===== config.mk =====
export PLATFORM = sky130hd
export DESIGN_NAME = morse_keying_decoder_core
export DESIGN_NICKNAME = d
export VERILOG_FILES = /design/src/rtl/core/mkd_pkg.sv /design/src/rtl/core/morse_keying_decoder_core.sv
export SDC_FILE = /design/constraint.sdc
export NUM_CORES = 1
export LEC_CHECK = 0
export BUFFER_PORTS_ARGS = -buffer_cell sky130_fd_sc_hd__buf_2
export CAP_MARGIN = 20
export CORE_MARGIN = 3
export CORE_UTILIZATION = 35
export DETAILED_ROUTE_END_ITERATION = 7
export GPL_ROUTABILITY_DRIVEN = 0
export PLACE_DENSITY = 0.6
export SYNTH_ARGS = -nofsm -noshare
export SYNTH_HDL_FRONTEND = slang
export SYNTH_SLANG_ARGS = --single-unit

===== constraint.sdc =====
create_clock -name aclk -period 7.5 [get_ports aclk]
set_clock_uncertainty 0.1 [all_clocks]
set_input_delay 2.25 -clock aclk [delete_from_list [all_inputs] [get_ports aclk]]
set_output_delay 2.25 -clock aclk [all_outputs]
set_load 0.01 [all_outputs]

===== src/rtl/core/mkd_pkg.sv =====
// Package for the Morse keying decoder core: register indexes, display
// geometry, symbol codes and the character pattern table with its lookup.
// No dependencies.
package mkd_pkg;

    // Display geometry and symbol run limit
    localparam int LINE_COLUMNS = 16;
    localparam int LINE_ROWS    = 2;
    localparam int MAX_SYMBOLS  = 5;

    localparam int COL_W = $clog2(LINE_COLUMNS + 2);
    localparam int ROW_W = $clog2(LINE_ROWS + 2);

    // Configuration register indexes
    localparam logic [1:0] REG_DIT_TICKS = 2'd0;
    localparam logic [1:0] REG_DAH_TICKS = 2'd1;
    localparam logic [1:0] REG_GAP_TICKS = 2'd2;

    localparam logic [15:0] DIT_TICKS_RST = 16'd50;
    localparam logic [15:0] DAH_TICKS_RST = 16'd100;
    localparam logic [15:0] GAP_TICKS_RST = 16'd200;

    // Symbol codes, two bits per symbol
    localparam logic [1:0] SYM_DIT = 2'b01;
    localparam logic [1:0] SYM_DAH = 2'b10;

    localparam int TABLE_SIZE  = 36;
    localparam int LETTERS     = 26;
    localparam int PAT_W       = 10;

    typedef logic [PAT_W-1:0] pat_t;
    typedef logic [2:0]       sym_len_t;

    // Patterns packed with the first symbol highest, last symbol in bits [1:0].
    // Order: A-Z, then 1-9, then 0.
    localparam pat_t PATTERNS [TABLE_SIZE] = '{
        10'b0000000110, 10'b0010010101, 10'b0010011001, 10'b0000100101,
        10'b0000000001, 10'b0001011001, 10'b0000101001, 10'b0001010101,
        10'b0000000101, 10'b0001101010, 10'b0000100110, 10'b0001100101,
        10'b0000001010, 10'b0000001001, 10'b0000101010, 10'b0001101001,
        10'b0010100110, 10'b0000011001, 10'b0000010101, 10'b0000000010,
        10'b0000010110, 10'b0001010110, 10'b0000011010, 10'b0010010110,
        10'b0010011010, 10'b0010100101,
        10'b0110101010, 10'b0101101010, 10'b0101011010, 10'b0101010110,
        10'b0101010101, 10'b1001010101, 10'b1010010101, 10'b1010100101,
        10'b1010101001, 10'b1010101010
    };

    localparam sym_len_t PAT_LENS [TABLE_SIZE] = '{
        3'd2, 3'd4, 3'd4, 3'd3, 3'd1, 3'd4, 3'd3, 3'd4, 3'd2, 3'd4,
        3'd3, 3'd4, 3'd2, 3'd2, 3'd3, 3'd4, 3'd4, 3'd3, 3'd3, 3'd1,
        3'd3, 3'd4, 3'd3, 3'd4, 3'd4, 3'd4,
        3'd5, 3'd5, 3'd5, 3'd5, 3'd5, 3'd5, 3'd5, 3'd5, 3'd5,
        3'd5
    };

    localparam logic [6:0] ASCII_A    = 7'd65;
    localparam logic [6:0] ASCII_ONE  = 7'd49;
    localparam logic [6:0] ASCII_ZERO = 7'd48;
    localparam logic [6:0] NO_CHAR    = 7'd0;

    // ASCII code of the held symbols, NO_CHAR when nothing matches.
    function automatic logic [6:0] mkd_lookup(input pat_t codes, input sym_len_t total);
        logic [6:0] ch;
        pat_t       mask;
        ch = NO_CHAR;
        for (int i = 0; i < TABLE_SIZE; i++) begin
            mask = pat_t'((11'd1 << (2 * PAT_LENS[i])) - 11'd1);
            if (total == PAT_LENS[i] && (codes & mask) == PATTERNS[i]) begin
                if (i < LETTERS)
                    ch = ASCII_A + 7'(i);
                else if (i < TABLE_SIZE - 1)
                    ch = ASCII_ONE + 7'(i - LETTERS);
                else
                    ch = ASCII_ZERO;
            end
        end
        return ch;
    endfunction

endpackage


===== src/rtl/core/morse_keying_decoder_core.sv =====
// Morse keying decoder core: key level stream in, decoded character and
// display position stream out, three threshold registers.
// Depends on mkd_pkg.
//
//  channel | dir | payload                                  | beat
//  s_      | in  | tdata[0] key_on                          | one key sample
//  m_      | out | tdata[6:0] char_code [11:7] column       | one character
//          |     |       [13:12] row                        |
//  cfg_    | in  | cfg_index, cfg_data[15:0]                | one register write
//
// One key sample per cycle while s_tready is high; the character result is
// registered as the off tick that ends the gap is accepted. The count, classify
// and table match are combinational between the state and output registers.
// A two-entry output (register plus skid) keeps s_tready high while one
// result waits; input stalls only when both entries hold results.
// aresetn is synchronous, active low; thresholds return to 50/100/200.
module morse_keying_decoder_core (
    input  logic        aclk,
    input  logic        aresetn,
    input  logic        s_tvalid,
    output logic        s_tready,
    input  logic [7:0]  s_tdata,   // [0] key_on, [7:1] zero
    output logic        m_tvalid,
    input  logic        m_tready,
    output logic [15:0] m_tdata,   // [6:0] char_code, [11:7] column, [13:12] row, [15:14] zero
    input  logic        cfg_valid,
    output logic        cfg_ready,
    input  logic [1:0]  cfg_index,
    input  logic [15:0] cfg_data
);
    import mkd_pkg::*;

    logic [15:0] dit_ticks_reg, dah_ticks_reg, gap_ticks_reg;
    logic [15:0] mark_count_reg, mark_count_next;
    logic [15:0] gap_count_reg, gap_count_next;
    logic [11:0] symbol_codes_reg, symbol_codes_next;
    logic [2:0]  symbol_total_reg, symbol_total_next;
    logic [COL_W-1:0] cursor_column_reg, cursor_column_next;
    logic [ROW_W-1:0] cursor_row_reg, cursor_row_next;

    logic        out_valid_reg, skid_valid_reg;
    logic [13:0] out_data_reg, skid_data_reg;

    logic        accept, key_on;
    logic [15:0] gap_inc;
    logic [11:0] codes_pre;
    logic [2:0]  total_pre;
    logic        decode_now;
    logic [6:0]  char_code;
    logic        res_valid;
    logic [13:0] res_data;
    logic        add_sym;
    logic [1:0]  sym;
    logic [COL_W-1:0] col_inc;

    assign accept    = s_tvalid && s_tready;
    assign key_on    = s_tdata[0];
    assign s_tready  = !skid_valid_reg;
    assign cfg_ready = 1'b1;
    assign m_tvalid  = out_valid_reg;
    assign m_tdata   = {2'b00, out_data_reg};

    always_comb begin
        gap_inc   = (gap_count_reg == 16'hFFFF) ? gap_count_reg : gap_count_reg + 16'd1;
        // drop an overlong run before it is matched or extended
        codes_pre = (symbol_total_reg > 3'(MAX_SYMBOLS)) ? '0 : symbol_codes_reg;
        total_pre = (symbol_total_reg > 3'(MAX_SYMBOLS)) ? '0 : symbol_total_reg;
        decode_now = gap_inc >= gap_ticks_reg;
        char_code  = mkd_lookup(codes_pre[PAT_W-1:0], total_pre);

        add_sym = 1'b0;
        sym     = SYM_DIT;
        if (mark_count_reg >= dit_ticks_reg && mark_count_reg < dah_ticks_reg) begin
            add_sym = 1'b1;
            sym     = SYM_DIT;
        end else if (mark_count_reg >= dah_ticks_reg) begin
            add_sym = 1'b1;
            sym     = SYM_DAH;
        end

        // cursor steps before placing the character; wrap column then row
        col_inc            = cursor_column_reg + COL_W'(1);
        cursor_column_next = col_inc;
        cursor_row_next    = cursor_row_reg;
        if (col_inc > COL_W'(LINE_COLUMNS)) begin
            cursor_column_next = COL_W'(1);
            cursor_row_next    = (cursor_row_reg >= ROW_W'(LINE_ROWS)) ? ROW_W'(1)
                                 : cursor_row_reg + ROW_W'(1);
        end

        mark_count_next   = mark_count_reg;
        gap_count_next    = gap_count_reg;
        symbol_codes_next = symbol_codes_reg;
        symbol_total_next = symbol_total_reg;
        res_valid         = 1'b0;

        if (key_on) begin
            mark_count_next = (mark_count_reg == 16'hFFFF) ? mark_count_reg
                              : mark_count_reg + 16'd1;
            gap_count_next  = '0;
        end else begin
            mark_count_next   = '0;
            gap_count_next    = gap_inc;
            symbol_codes_next = codes_pre;
            symbol_total_next = total_pre;
            if (decode_now) begin
                res_valid         = (char_code != NO_CHAR);
                symbol_codes_next = '0;
                symbol_total_next = '0;
                gap_count_next    = '0;
            end else if (add_sym) begin
                symbol_codes_next = {codes_pre[9:0], sym};
                symbol_total_next = (total_pre < 3'd7) ? total_pre + 3'd1 : total_pre;
            end
        end

        res_data = {2'(cursor_row_next), 5'(cursor_column_next), char_code};
    end

    // configuration writes
    always_ff @(posedge aclk) begin
        if (!aresetn) begin
            dit_ticks_reg <= DIT_TICKS_RST;
            dah_ticks_reg <= DAH_TICKS_RST;
            gap_ticks_reg <= GAP_TICKS_RST;
        end else if (cfg_valid && cfg_ready) begin
            case (cfg_index)
                REG_DIT_TICKS: dit_ticks_reg <= cfg_data;
                REG_DAH_TICKS: dah_ticks_reg <= cfg_data;
                REG_GAP_TICKS: gap_ticks_reg <= cfg_data;
                default: ;
            endcase
        end
    end

    // decoder state
    always_ff @(posedge aclk) begin
        if (!aresetn) begin
            mark_count_reg    <= '0;
            gap_count_reg     <= '0;
            symbol_codes_reg  <= '0;
            symbol_total_reg  <= '0;
            cursor_column_reg <= COL_W'(1);
            cursor_row_reg    <= ROW_W'(1);
        end else if (accept) begin
            mark_count_reg   <= mark_count_next;
            gap_count_reg    <= gap_count_next;
            symbol_codes_reg <= symbol_codes_next;
            symbol_total_reg <= symbol_total_next;
            if (res_valid) begin
                cursor_column_reg <= cursor_column_next;
                cursor_row_reg    <= cursor_row_next;
            end
        end
    end

    // output register with skid entry
    always_ff @(posedge aclk) begin
        if (!aresetn) begin
            out_valid_reg  <= 1'b0;
            skid_valid_reg <= 1'b0;
        end else begin
            if (!out_valid_reg || m_tready) begin
                // refill from skid first to keep order
                if (skid_valid_reg) begin
                    out_valid_reg  <= 1'b1;
                    out_data_reg   <= skid_data_reg;
                    skid_valid_reg <= 1'b0;
                end else begin
                    out_valid_reg <= accept && res_valid;
                    out_data_reg  <= res_data;
                end
            end else if (accept && res_valid) begin
                skid_valid_reg <= 1'b1;
                skid_data_reg  <= res_data;
            end
        end
    end

    a_skid_implies_out: assert property (@(posedge aclk) disable iff (!aresetn)
        skid_valid_reg |-> out_valid_reg)
        else $error("skid entry holds a result while output register is empty");

    a_run_bounded: assert property (@(posedge aclk) disable iff (!aresetn)
        symbol_total_reg <= 3'(MAX_SYMBOLS + 1))
        else $error("symbol run grew past the discard limit");

    a_cursor_range: assert property (@(posedge aclk) disable iff (!aresetn)
        cursor_column_reg >= COL_W'(1) && cursor_column_reg <= COL_W'(LINE_COLUMNS)
        && cursor_row_reg >= ROW_W'(1) && cursor_row_reg <= ROW_W'(LINE_ROWS))
        else $error("cursor left the display");

    a_key_no_result: assert property (@(posedge aclk) disable iff (!aresetn)
        (accept && key_on && !out_valid_reg && !skid_valid_reg) |=> !out_valid_reg)
        else $error("result appeared after an on tick");

    a_mark_cleared: assert property (@(posedge aclk) disable iff (!aresetn)
        (accept && !key_on) |=> mark_count_reg == 16'd0)
        else $error("mark counter not cleared by an off tick");

endmodule


==> metrics.cfg <==
[critical_path]
worstPathCellList=ha_1, nand4_1, nor4_2, nand3_1, nand2_1, nor2_1, or2_2, ha_1, nand3_1, o21ai_0, a21o_1, o211a_1, and3_1
startpoint_type=flop
max_stage_delay_ns=0.68
slowest_stage=and3_1
crit_path_max_fanout=15
crit_required_ns=7.44
endpoint_kind=flop
worstSetupPathType=flop to flop
arrival_ns=4.83

[synth]
synthTopCellsByArea=dfxtp_1 (27%), edfxtp_1 (11%), ha_1 (8.8%)
synthFlopType=dfxtp_1
ys_seq_area_frac=0.3882
syn_area_per_cell_um2=8.655
synth_area_leader_cell=dfxtp_1
syn_area_um2=7426
syn-instance-count=858
yosysWarnings=0
synthDistinctLibCells=79
synth_top_area_frac=0.2750
synth-edff-count=28
synth-seq-cells=130
synth-async-reset-ratio=0

[die]
die_y_um=151.7
coreArea_um2=20560
start_util=0.3612
ioPinCount=50
die_area_um2=23000
core.rowCount=52
die_x_um=151.7

[pwr]
p_sw_mw=0.3963
p_int_mw=1.257
clock_power_share=0.508
pwr-share-comb=0.050
seqPwrFrac=0.442
ir_drop_uv=147.6
p_leak_nw=3.257
p_sw_frac=0.2397
power.density_nw_per_um2=196.1

[sta]
fin_crit_ns=4.889
setup_viol=0
tns_ns=0
slew_headroom=0.2727
period_share=0.6518
hold_viol=0
report.final.slew_viol_count=0
worst_pin_slew_ns=1.079
max_freq_mhz=204.6
rsz0062_at_grt=false

[routing]
drtAntennaViolNets=0
drcViolationCount=0
drt_iter0_drc=423
wl_per_cell_um=14.80
via_per_inst=5.246
via_count=6133
routed_wl_mm=17.30
firstDrtPassIters=5

[final_layout]
fin_nets=969
final_cell_mix=nand2_1 (134), dfxtp_1 (102), a21oi_1 (66)
stdcell_count=1169
num_antenna_cells=0
regArea_um2=2883
num-fill-cells=2094
utilization=0.4100
multi_input_comb_area_um2=4145
drive_gt1_frac=0.1224
final_area_um2=8429
syn2layout_area_growth_pct=13.51
final_common_cell=nand2_1

[grt]
antenna_found_initial=0
overflow=0
grt_busiest_layer=met2
grt_pass1_wl_mm=28.34
grt_use_met1=0.2220
grt_usage=0.1537
met2_usage=0.2324
grt_max_degree=52
grt_pass1_vias=5586
grt_use_met3=0.03480

[clocking]
cts_setup_buffers=0
clk_pin_slew_ns=0.06
clockBufferDepth=2
clock_latency_ns=0.42
cts_tree=built
cts_buffers=17
cts_sinks=130
root_buffer=clkbuf_16
cts_resized=0
holdBufCountCts=0
htreeDepth=4

[status]
outcome=finished clean

[min_path]
hold_class=flop to flop

[placement]
io_buffer_count=39
hpwl_mm=12.46
place_area_um2=7828
placed_cells=1136

[run]
cap_violations=0

## stage by stage
stage                     worst slack, ns  hold slack [ns]  total power, mW
after floorplan                     3.487           0.3363           0.7982
after detailed placement            2.630           0.3475           0.8288
final                               2.611           0.3536            1.653
after CTS                           2.586           0.3564            1.671
after global placement              2.693           0.3436           0.8276
after global routing                2.112           0.3712            1.712
## cells by family after synthesis
family	Yosys count	synth area share
flops	130	0.3882
other cells	2	0.001011
mux	22	0.03218
compound gates	210	0.1926
buf+inv	97	0.05476
fa+ha+maj	52	0.08762
simple gates	323	0.2177
xor+xnor	22	0.02595
## final cells by class
cell class / count / area share
clock buffer: 19 / 0.05255
clock inverter: 13 / 0.01752
inverter: 60 / 0.02672
multi-input combinational: 632 / 0.4918
sequential: 130 / 0.3420
tap: 270 / 0.04008
timing repair buffer: 45 / 0.02939
## critical path, delay by kind of cell, from the launching register on
kind / cells / cell delay, ns
fa+ha+maj: 2 / 0.57
compound gates: 3 / 0.98
flops: 1 / 0.42
simple gates: 8 / 2.41
## worst paths after layout
path	slack [ns]	cells after the start	startpoint	endpoint
max	2.61	13	gap_count_reg[0]	skid_data_reg[0]
min reg2reg	0.35	2	gap_ticks_reg[15]	gap_ticks_reg[15]
max reg2reg	2.61	13	gap_count_reg[0]	skid_data_reg[0]
min	0.35	2	gap_ticks_reg[15]	gap_ticks_reg[15]
## cells in the mapped netlist (all sizes together), types with 5 or more instances
cell type	instances
o31ai	11
nand4	11
o211ai	11
nor2	47
o21a	6
dfxtp	102
and4	5
and3	14
nor3	11
or3b	5
a21oi	66
mux2	12
xor2	6
a31oi	8
nor3b	9
nand3	33
xnor2	16
mux2i	10
a22o	19
buf	14
nor2b	14
inv	59
ha	52
nand2	136
or3	8
nand2b	5
a21o	11
o21ai	27
a211oi	6
edfxtp	28
nand3b	5
and2	7
clkbuf	23
## routing by layer
layer / wire (um) / vias up / part of all wire
met3: 700 / 18 / 0.040
met4: 174 / 0 / 0.010
met2: 7522 / 120 / 0.43
met1: 8903 / 2857 / 0.51
li1: - / 3138 / -
met5: 0 / - / 0
## power groups by stage
stage / Clock (mW) / Sequential [mW] / Combinational, mW
global route: 0.886 / 0.731 / 0.0942
CTS: 0.857 / 0.730 / 0.0838
finish: 0.840 / 0.730 / 0.0829
floorplan: 0 / 0.746 / 0.0524
detailed placement: 0 / 0.746 / 0.0831
global placement: 0 / 0.745 / 0.0821
(Power assumes the default switching activity.)
